--- config.mk ---
export PLATFORM = sky130hd
export DESIGN_NAME = jpeg_marker_segment_scanner_core_flat
export DESIGN_NICKNAME = d
export VERILOG_FILES = /design/src/sv/jmss_pkg.sv /design/src/sv/jmss_if.sv /design/src/sv/jmss_fsm.sv /design/src/sv/jmss_out_reg.sv /design/src/sv/jpeg_marker_segment_scanner_core.sv /design/src/flat_wrapper.sv
export SDC_FILE = /design/constraint.sdc
export NUM_CORES = 1
export LEC_CHECK = 0
export BUFFER_PORTS_ARGS = -buffer_cell sky130_fd_sc_hd__buf_2
export CAP_MARGIN = 0
export CORE_MARGIN = 2
export CORE_UTILIZATION = 54
export DETAILED_ROUTE_END_ITERATION = 7
export HOLD_SLACK_MARGIN = 0.05
export PLACE_DENSITY = 0.76
export SLEW_MARGIN = 20
export SYNTH_ARGS = -nofsm -noshare
export SYNTH_HDL_FRONTEND = slang
export SYNTH_SLANG_ARGS = --single-unit
--- constraint.sdc ---
create_clock -name clock -period 4.4 [get_ports clock]
set_input_delay 0.22 -clock clock [delete_from_list [all_inputs] [get_ports clock]]
set_output_delay 0.22 -clock clock [all_outputs]
set_load 0.01 [all_outputs]
--- src/sv/jmss_pkg.sv ---
// Types and constants of the JPEG marker segment scanner.
package jmss_pkg;

   localparam logic [7:0] PREFIX_BYTE   = 8'hFF;
   localparam logic [7:0] SOS_CODE      = 8'hDA;
   localparam logic [7:0] EOI_CODE      = 8'hD9;
   localparam logic [7:0] STANDALONE_LO = 8'((12 * 16) + 16);
   localparam logic [7:0] STANDALONE_HI = 8'((12 * 16) + 25);
   localparam logic [7:0] MARKER_LO     = 8'hC0;

   localparam int unsigned REPORT_WIDTH = 32;

   typedef enum logic [1:0] {
      EV_SEGMENT = 2'd0,
      EV_SCAN    = 2'd1,
      EV_EOI     = 2'd2,
      EV_DESYNC  = 2'd3
   } event_kind_type;

   typedef enum logic [6:0] {
      ST_SEEK    = 7'b0000001,
      ST_PREFIX  = 7'b0000010,
      ST_LEN_HI  = 7'b0000100,
      ST_LEN_LO  = 7'b0001000,
      ST_SKIP    = 7'b0010000,
      ST_SCAN    = 7'b0100000,
      ST_SCAN_FF = 7'b1000000
   } parse_state_type;

   typedef struct packed {
      logic                      hit;
      event_kind_type            kind;
      logic [7:0]                code;
      logic [REPORT_WIDTH-1:0]   offset;
   } event_type;

endpackage

--- src/sv/jmss_if.sv ---
// Handshake channels of the scanner: byte input and event output.
interface jmss_req_if;
   logic       valid;
   logic       ready;
   logic [7:0] data_byte;

   modport source (output valid, output data_byte, input ready);
   modport sink   (input valid, input data_byte, output ready);
endinterface

interface jmss_rsp_if;
   logic        valid;
   logic        ready;
   logic [1:0]  event_kind;
   logic [7:0]  marker_code;
   logic [31:0] byte_offset;

   modport source (output valid, output event_kind, output marker_code,
                   output byte_offset, input ready);
   modport sink   (input valid, input event_kind, input marker_code,
                   input byte_offset, output ready);
endinterface

--- src/sv/jmss_fsm.sv ---
// Marker parse state machine, length skip counter and byte offset counter.
module jmss_fsm #(
   parameter int OFFSET_WIDTH = 32
) (
   input  logic                clock,
   input  logic                reset,
   input  logic                fire,
   input  logic [7:0]          data_byte,
   output jmss_pkg::event_type event_out
);

   jmss_pkg::parse_state_type state_ff, state_in;
   logic [7:0]              length_high_ff, length_high_in;
   logic [15:0]             skip_ff, skip_in;
   logic [OFFSET_WIDTH-1:0] count_ff, count_in;
   logic                    desync_ff, desync_in;

   logic [OFFSET_WIDTH-1:0] count_next;
   logic [63:0]             pos_wide, next_wide;
   logic [31:0]             pos_sat, next_sat;
   logic                    standalone, is_marker;
   logic [15:0]             seg_len, skip_load, skip_dec;

   assign count_next = (count_ff != '1) ? count_ff + 1'b1 : count_ff;
   assign pos_wide   = 64'(count_ff);
   assign next_wide  = 64'(count_next);
   assign pos_sat    = (|pos_wide[63:32])  ? '1 : pos_wide[31:0];
   assign next_sat   = (|next_wide[63:32]) ? '1 : next_wide[31:0];

   assign standalone = (data_byte >= jmss_pkg::STANDALONE_LO) &&
                       (data_byte <= jmss_pkg::STANDALONE_HI);
   assign is_marker  = (data_byte >= jmss_pkg::MARKER_LO) && !standalone &&
                       (data_byte != jmss_pkg::PREFIX_BYTE);

   assign seg_len   = {length_high_ff, data_byte};
   assign skip_load = (seg_len >= 16'd2) ? seg_len - 16'd2 : '0;
   assign skip_dec  = (skip_ff != '0) ? skip_ff - 16'd1 : '0;

   always_comb begin
      state_in       = state_ff;
      length_high_in = length_high_ff;
      skip_in        = skip_ff;
      count_in       = count_ff;
      desync_in      = desync_ff;
      event_out      = '{hit: 1'b0, kind: jmss_pkg::EV_SEGMENT,
                         code: data_byte, offset: pos_sat};
      if (fire) begin
         count_in = count_next;
         unique case (state_ff)
            jmss_pkg::ST_SEEK: begin
               if (data_byte == jmss_pkg::PREFIX_BYTE) begin
                  desync_in = 1'b0;
                  state_in  = jmss_pkg::ST_PREFIX;
               end else if (!desync_ff) begin
                  desync_in      = 1'b1;
                  event_out.hit  = 1'b1;
                  event_out.kind = jmss_pkg::EV_DESYNC;
               end
            end
            jmss_pkg::ST_PREFIX: begin
               if (data_byte == jmss_pkg::PREFIX_BYTE) begin
                  state_in = jmss_pkg::ST_PREFIX;
               end else if (standalone) begin
                  state_in = jmss_pkg::ST_SEEK;
               end else if (is_marker) begin
                  event_out.hit = 1'b1;
                  if (data_byte == jmss_pkg::SOS_CODE) begin
                     state_in       = jmss_pkg::ST_SCAN;
                     event_out.kind = jmss_pkg::EV_SCAN;
                  end else begin
                     state_in = jmss_pkg::ST_LEN_HI;
                  end
               end else begin
                  desync_in      = 1'b1;
                  state_in       = jmss_pkg::ST_SEEK;
                  event_out.hit  = 1'b1;
                  event_out.kind = jmss_pkg::EV_DESYNC;
               end
            end
            jmss_pkg::ST_LEN_HI: begin
               length_high_in = data_byte;
               state_in       = jmss_pkg::ST_LEN_LO;
            end
            jmss_pkg::ST_LEN_LO: begin
               skip_in  = skip_load;
               state_in = (skip_load != '0) ? jmss_pkg::ST_SKIP : jmss_pkg::ST_SEEK;
            end
            jmss_pkg::ST_SKIP: begin
               skip_in = skip_dec;
               if (skip_dec == '0) begin
                  state_in = jmss_pkg::ST_SEEK;
               end
            end
            jmss_pkg::ST_SCAN: begin
               if (data_byte == jmss_pkg::PREFIX_BYTE) begin
                  state_in = jmss_pkg::ST_SCAN_FF;
               end
            end
            jmss_pkg::ST_SCAN_FF: begin
               if (data_byte == jmss_pkg::PREFIX_BYTE) begin
                  state_in = jmss_pkg::ST_SCAN_FF;
               end else if (data_byte == jmss_pkg::EOI_CODE) begin
                  // end of image reports the running byte count
                  state_in         = jmss_pkg::ST_SEEK;
                  event_out.hit    = 1'b1;
                  event_out.kind   = jmss_pkg::EV_EOI;
                  event_out.offset = next_sat;
               end else if (is_marker) begin
                  event_out.hit = 1'b1;
                  if (data_byte == jmss_pkg::SOS_CODE) begin
                     state_in       = jmss_pkg::ST_SCAN;
                     event_out.kind = jmss_pkg::EV_SCAN;
                  end else begin
                     state_in = jmss_pkg::ST_LEN_HI;
                  end
               end else begin
                  // stuffed zero, restart or stray byte: stay in scan data
                  state_in = jmss_pkg::ST_SCAN;
               end
            end
            default: begin
               state_in = jmss_pkg::ST_SEEK;
            end
         endcase
      end
   end

   always_ff @(posedge clock) begin
      if (reset) begin
         state_ff       <= jmss_pkg::ST_SEEK;
         length_high_ff <= '0;
         skip_ff        <= '0;
         count_ff       <= '0;
         desync_ff      <= 1'b0;
      end else begin
         state_ff       <= state_in;
         length_high_ff <= length_high_in;
         skip_ff        <= skip_in;
         count_ff       <= count_in;
         desync_ff      <= desync_in;
      end
   end

endmodule

--- src/sv/jmss_out_reg.sv ---
// Result register: holds one event until the sink takes it.
module jmss_out_reg (
   input  logic                clock,
   input  logic                reset,
   input  logic                load,
   input  jmss_pkg::event_type event_in,
   input  logic                take,
   output logic                valid,
   output jmss_pkg::event_type event_q
);

   logic                valid_ff, valid_in;
   jmss_pkg::event_type data_ff, data_in;

   always_comb begin
      valid_in = valid_ff && !take;
      data_in  = data_ff;
      if (load && event_in.hit) begin
         valid_in = 1'b1;
         data_in  = event_in;
      end
   end

   always_ff @(posedge clock) begin
      if (reset) begin
         valid_ff <= 1'b0;
      end else begin
         valid_ff <= valid_in;
      end
   end

   always_ff @(posedge clock) begin
      data_ff <= data_in;
   end

   assign valid   = valid_ff;
   assign event_q = data_ff;

endmodule

--- src/sv/jpeg_marker_segment_scanner_core.sv ---
// Top level of the JPEG marker segment scanner.
//
//   channel   dir  payload                                   accepted when
//   req_if    in   data_byte[7:0]                            valid && ready
//   rsp_if    out  event_kind[1:0] marker_code[7:0]          valid && ready
//                  byte_offset[31:0]
//
// One byte a cycle while no event is stalled: a byte is held in the input register,
// then the parse state machine updates and any event lands in the result register.
// A byte is registered in the input register and its event in the result
// register, where the sink can take it.
// Synchronous reset returns the parser to seeking a marker prefix, zeroes the
// byte count and empties both registers.
// A stalled event holds the input register; a new byte is still taken in the
// cycle the held one moves on.
module jpeg_marker_segment_scanner_core #(
   parameter int OFFSET_WIDTH = 32
) (
   input  logic        clock,
   input  logic        reset,
   jmss_req_if.sink    req_if,
   jmss_rsp_if.source  rsp_if
);

   logic       in_valid_ff, in_valid_in;
   logic [7:0] in_byte_ff, in_byte_in;
   logic       advance, accept, out_valid;

   jmss_pkg::event_type ev, ev_q;

   assign advance      = in_valid_ff && (!out_valid || rsp_if.ready);
   assign req_if.ready = !in_valid_ff || advance;
   assign accept       = req_if.valid && req_if.ready;

   always_comb begin
      in_valid_in = in_valid_ff && !advance;
      in_byte_in  = in_byte_ff;
      if (accept) begin
         in_valid_in = 1'b1;
         in_byte_in  = req_if.data_byte;
      end
   end

   always_ff @(posedge clock) begin
      if (reset) begin
         in_valid_ff <= 1'b0;
      end else begin
         in_valid_ff <= in_valid_in;
      end
   end

   always_ff @(posedge clock) begin
      in_byte_ff <= in_byte_in;
   end

   jmss_fsm #(
      .OFFSET_WIDTH(OFFSET_WIDTH)
   ) u_fsm (
      .clock     (clock),
      .reset     (reset),
      .fire      (advance),
      .data_byte (in_byte_ff),
      .event_out (ev)
   );

   jmss_out_reg u_out (
      .clock    (clock),
      .reset    (reset),
      .load     (advance),
      .event_in (ev),
      .take     (rsp_if.ready),
      .valid    (out_valid),
      .event_q  (ev_q)
   );

   assign rsp_if.valid       = out_valid;
   assign rsp_if.event_kind  = ev_q.kind;
   assign rsp_if.marker_code = ev_q.code;
   assign rsp_if.byte_offset = ev_q.offset;

endmodule

--- src/flat_wrapper.sv ---
// flat-port wrapper written by rule: the top's interface ports become plain ports
module jpeg_marker_segment_scanner_core_flat 
#(
   parameter int OFFSET_WIDTH = 32
)
  (clock, reset, req_if_valid, req_if_data_byte, req_if_ready, rsp_if_valid, rsp_if_event_kind, rsp_if_marker_code, rsp_if_byte_offset, rsp_if_ready);
  jmss_req_if req_if_i ();
  jmss_rsp_if rsp_if_i ();
  input  logic clock;
  input  logic reset;
  input wire logic [$bits(req_if_i.valid)-1:0] req_if_valid;
  input wire logic [$bits(req_if_i.data_byte)-1:0] req_if_data_byte;
  output wire logic [$bits(req_if_i.ready)-1:0] req_if_ready;
  output wire logic [$bits(rsp_if_i.valid)-1:0] rsp_if_valid;
  output wire logic [$bits(rsp_if_i.event_kind)-1:0] rsp_if_event_kind;
  output wire logic [$bits(rsp_if_i.marker_code)-1:0] rsp_if_marker_code;
  output wire logic [$bits(rsp_if_i.byte_offset)-1:0] rsp_if_byte_offset;
  input wire logic [$bits(rsp_if_i.ready)-1:0] rsp_if_ready;
  assign req_if_i.valid = req_if_valid;
  assign req_if_i.data_byte = req_if_data_byte;
  assign req_if_ready = req_if_i.ready;
  assign rsp_if_valid = rsp_if_i.valid;
  assign rsp_if_event_kind = rsp_if_i.event_kind;
  assign rsp_if_marker_code = rsp_if_i.marker_code;
  assign rsp_if_byte_offset = rsp_if_i.byte_offset;
  assign rsp_if_i.ready = rsp_if_ready;
  jpeg_marker_segment_scanner_core #(.OFFSET_WIDTH(OFFSET_WIDTH)) u_core (.clock(clock), .reset(reset), .req_if(req_if_i), .rsp_if(rsp_if_i));
endmodule
After elaboration in Yosys (flattened, before gate mapping) --
Index checks and enable logic that the tools add are counted.
Storage, ports and cells: ROM bits 0, word-level logic and storage cells 98, output and inout port bits 44, RAM bits 0, bits of input ports 12, flip-flop bits (word level) 116, latch bits 0, memories kept 0
Operators by class: div/mod/pow operators 0, shift operators 0, equality and inequality tests 18, $mul 0, reductions and logical operators 24, add/sub/neg operators 3, order comparisons 4, bitwise operators 0, muxes and demuxes 38
Operators with widths (number):
- $mux 32 | 5
- $mux 7 | 9
- $pmux 7 s7 | 1
- $add 32x1->32 const B | 1
- $mux 16 | 2
- $ne 32x32->1 const B | 1
- $pmux 16 s2 | 1
- $reduce_bool 16->1 | 2
- $eq 8x8->1 const B | 3
- $mux 3 | 8
- $ge 16x2->1 const B | 1
- $ge 8x8->1 const B | 2
- $logic_not 16->1 | 1
- $sub 16x1->16 const B | 1
- $sub 16x2->16 const B | 1
- $ne 2x2->1 const B | 6
- $pmux 3 s3 | 1
- $le 8x8->1 const B | 1
- $logic_and 1x1->1 | 8
- $ne 8x8->1 const B | 1
- $eq 7x1->1 const B | 1
- $eq 7x2->1 const B | 1
- $eq 7x3->1 const B | 1
- $eq 7x4->1 const B | 1
- 14 further kinds | 27

Depth between registers and ports, before layout --
depth after elaboration 12, mapped depth 10, depth with buffers taken out 8

Modules after synthesis --
Synthesis repeated with hierarchy kept, for this count alone.
Unflattened totals: cells, all modules 694, area total of the unflattened synthesis 6388.6 µm²
By module, submodules not included:
- jmss_fsm | sequential area each 1281.2 µm², area each 4742.0 µm², instances 1, cells each 631
- jmss_out_reg | sequential area each 1311.3 µm², area each 1333.8 µm², instances 1, cells each 48
- jpeg_marker_segment_scanner_core | sequential area each 260.2 µm², area each 312.8 µm², instances 1, cells each 15

Worst setup path after synthesis --
OpenSTA, ideal clock, no wires.
kind register to register, start point register u_core.u_fsm.state_ff[3], end point register u_core.u_out.data_ff (netlist bit u_core.u_out.event_q[0]), enable pin, buffers on the path 1, period minus slack after synthesis 4.165 ns, arrival time 3.698 ns, stages on the path, launching flop included 6, data required time 3.933 ns, slack 0.235 ns, path through dfxtp_1 clkbuf_1 nor3_2 nand4b_1 or3_1 a41oi_1
On the way: longest elaborated chain between the ends 4, elaborated cells between the ends (all ways) 6
Ends and longest elaborated chain:
- from (decl) | line jmss_fsm.sv:12 | jmss_pkg::parse_state_type state_ff, state_in;
- from (signal assigned) | line jmss_fsm.sv:130 | state_ff <= jmss_pkg::ST_SEEK;
- from (signal assigned) | line jmss_fsm.sv:136 | state_ff <= state_in;
- $eq 7x7->1, or another cell as far along | line jmss_fsm.sv:49 | unique case (state_ff)
- $pmux 3 s3 (*) | line jmss_fsm.sv:49
- $mux 3 (*) | line jmss_fsm.sv:47 | if (fire) begin
- $logic_and 1x1->1 (*) | line jmss_out_reg.sv:18 | if (load && event_in.hit) begin
- to (signal assigned) | line jmss_out_reg.sv:33 | data_ff <= data_in;
- to (decl) | line jmss_out_reg.sv:13 | jmss_pkg::event_type data_ff, data_in;
Every way passes the cells marked *; elsewhere a longest branch is shown, timed or not. A chain may end at the register's enable or synchronous reset.

==> results.py <==
metrics = {
    "sta": {
        "fin_setup_tns_ns": 0,
        "rsz0062_at_grt": "false",
        "timing.final.crit_share_pct": 67.4,
        "skew_ns": 0.00744,
        "setup_violations": 0,
        "drv_slew": 0,
        "slew_headroom_pct": 40.1,
        "period_minus_slack_ns": 2.97,
        "setup_slack_ns": 1.43,
        "finalHoldViolCount": 0,
        "fmax_ghz": 0.337,
        "tightest_slew_ns": 0.892,
    },
    "power_and_ir_drop": {
        "p_leak_nw": 2.57,
        "irDropWorstVdd_v": 0.000471,
        "p_per_area_mw_per_mm2": 371,
    },
    "min_path": {
        "worstHoldPathType": "input port to register",
        "whs_endpoint": "u_core.u_out.valid$_SDFF_PP0_",
        "worstHoldStart": "rsp_if_ready",
        "worstHoldPathCells": 3,
    },
    "route": {
        "route.detailed.drc": 0,
        "routed_wirelength_um": 14600,
        "routedWlPerCell_um": 16.7,
        "detail_route.iter0.violations": 372,
        "dr_total_vias": 5303,
        "avgViaCountPerCell": 6.08,
        "drt-pass1-iter-count": 5,
        "ant_nets": 0,
    },
    "grt": {
        "grt_busiest_layer": "met2",
        "grt_util_met3_pct": 6.37,
        "antenna_found_initial": 0,
        "grt.overflow.total": 0,
        "grt_pass1_wl_um": 24600,
        "gr-usage-met1_pct": 30.0,
        "grt_usage_pct": 24.5,
        "gr-usage-met2_pct": 40.6,
        "grt_start_max_net_pins": 62,
        "grt_pass1_vias": 5138,
    },
    "clock_tree": {
        "cts_setup_buffers": 0,
        "numCtsBuffers": 17,
        "clk_pin_slew_ns": 0.05,
        "htreeDepth": 4,
        "clk_latency_ns": 0.42,
        "clock-sinks": 116,
        "ctsHoldBuffers": 9,
        "cts_root_buf": "clkbuf_16",
        "cts_resized": 0,
        "clockBufferDepth": 2,
        "cts_tree": "done",
    },
    "die": {
        "core_sq_mm": 0.0113,
        "io-pin-count": 56,
        "die_h_um": 111,
        "rows": 39,
        "dieArea_sq_mm": 0.0124,
        "die_w_um": 111,
        "initial_core_util_pct": 55.1,
    },
    "cells_and_area": {
        "area_growth_pct": 16.7,
        "drive_gt1_share_pct": 15.4,
        "final_common_cell": "nor2_1",
        "final_nets": 733,
        "diodes": 0,
        "most-common-layout-cells": "nor2_1 (92), dfxtp_1 (66), buf_2 (55)",
    },
    "placed_design": {
        "pre_cts_ws_ns": 1.43,
        "io_buffer_count": 55,
        "place_hpwl_um": 9930,
        "finalWeightedCongestion": 0.950,
    },
    "worst_setup_path": {
        "max_stage_delay_ns": 0.72,
        "r2r_slack_ns": 1.43,
        "slowest_stage": "nor3_2",
        "crit_fanout": 12,
        "required_ns": 4.56,
        "reg2reg_depth": 5,
        "crit_arrival_ns": 3.12,
        "crit_type": "register to register",
        "reg2reg_to": "u_core.u_out.event_q[8]$_DFFE_PP_",
        "end_kind": "register",
        "rr_startpoint": "u_core.in_byte_ff[1]$_DFFE_PP_",
        "crit_path_start_kind": "register",
        "path_cells": "nor3_1 > nand3b_1 > nor3_2 > nand3_1 > xnor2_1",
    },
    "synth": {
        "synth_cells": 671,
        "ys_types": 68,
        "synth_edf_count": 50,
        "syn_nets": 688,
        "seq_area_frac_synth_pct": 45.3,
        "async_flop_share_pct": 0,
        "ys_ff_latch": 116,
        "yosys_most_used_dff": "dfxtp_1",
        "syn-mean-instance-area_sq_um": 9.30,
        "yosysWarnings": 0,
        "syn_area_sq_mm": 0.00624,
    },
    "flow_run": {
        "cap_violations": 0,
    },
    "run_status": {
        "status": "finished clean",
    },
}
worst max-delay path by stage:
stage | start | end | cells past startpoint | slack [ns]
floorplan | u_core.u_fsm.state_ff[3]$_SDFFE_PP0P_ | u_core.u_out.event_q[0]$_DFFE_PP_ | 5 | 0.23
global placement | u_core.u_fsm.count_ff[0]$_SDFFE_PP0P_ | u_core.u_out.event_q[18]$_DFFE_PP_ | 6 | 1.46
detailed placement | u_core.in_byte_ff[1]$_DFFE_PP_ | u_core.u_fsm.skip_ff[9]$_SDFFE_PP0P_ | 6 | 1.43
CTS | u_core.in_byte_ff[1]$_DFFE_PP_ | u_core.u_fsm.skip_ff[2]$_SDFFE_PP0P_ | 6 | 1.44
global route | u_core.in_byte_ff[1]$_DFFE_PP_ | u_core.u_out.event_q[10]$_DFFE_PP_ | 5 | 1.23
finish | u_core.in_byte_ff[1]$_DFFE_PP_ | u_core.u_out.event_q[8]$_DFFE_PP_ | 5 | 1.43
kinds of logic (layout without fill, tap and decap cells):
kind of cell	count (synthesis)	after routing	synth area share (%)
simple gates	319	319	27.1
flops	116	116	45.3
compound gates	88	88	10.1
xor+xnor	78	78	11.0
buf+inv	53	111	3.55
mux	12	12	2.01
fa+ha+maj	5	5	1.00
metal layers:
| layer | wire, um | up-vias |
|---|---|---|
| met5 | 0 | - |
| met4 | 428 | 0 |
| met3 | 838 | 36 |
| met2 | 7050 | 203 |
| met1 | 6260 | 2513 |
| li1 | - | 2551 |
critical path: cells and delay by family, from the launching register on:
family	cells	cell delay (ns)
DFF	1	0.54
and+or+nand+nor	4	2.00
xor gates and xnor gates	1	0.16
flip-flops by register name, indices dropped and copies added, names as in the netlist:
name / flops
u_core.u_out.event_q: 42
u_core.u_fsm.length_high_ff: 8
u_core.u_fsm.count_ff: 32
u_core.u_out.valid: 1
u_core.u_fsm.state_ff: 7
u_core.u_fsm.desync_ff: 1
u_core.in_valid_ff: 1
u_core.u_fsm.skip_ff: 16
u_core.in_byte_ff: 8
power breakdown:
part | internal (mW) | leakage, nW | switching (mW) | total (mW)
logic | 0.0412 | 1.27 | 0.0752 | 0.116
registers | 1.15 | 1.02 | 0.0183 | 1.17
clock network | 0.940 | 0.284 | 0.471 | 1.41
total | 2.13 | 2.57 | 0.565 | 2.70
stage by stage:
step                power [mW]  util [%]  hold WS (ns)  area, sq um  instances
CTS                       2.72      64.2         0.155         7270        872
detailed placement        1.30      58.1         0.399         6580        831
global route              2.78      64.3         0.180         7280        872
floorplan                 1.26         -         0.319         6240        671
finish                    2.70      64.3         0.178         7280        872
global placement          1.30      58.1         0.397         6580        831
cell usage after synthesis (5+ instances only):
library cell  count  area [sq um]
or3_1            11          68.8
edfxtp_1         50          1500
o32ai_1           6          52.6
nand4b_1          6          52.6
xnor2_1          50           438
o22ai_1           5          31.3
nor2b_1           5          31.3
o21ai_0          23           115
or2_2             5          31.3
a21oi_1          13          65.1
nand4_1          17           106
buf_2             9          45.0
clkbuf_1         31           116
ha_1              5          62.6
inv_1            10          37.5
nor4_1           24           150
nand3_1          41           205
xor2_1           28           245
dfxtp_1          66          1320
nor2_1           92           345
nand2_1          45           169
mux2i_1          11           110
a22oi_1           8          60.1
and3_1            6          37.5
nor3_1           30           150
area by class of cell:
type                            count  area (sq um)
Tap cell                          143           179
Clock inverter                     11           161
Fill cell                         904          4040
Sequential cell                   116          2820
Timing Repair Buffer               69           403
Multi-Input combinational cell    502          3230
Clock buffer                       21           440
Inverter                           10          37.5
Note: power is estimated with default switching activity, not from simulation.
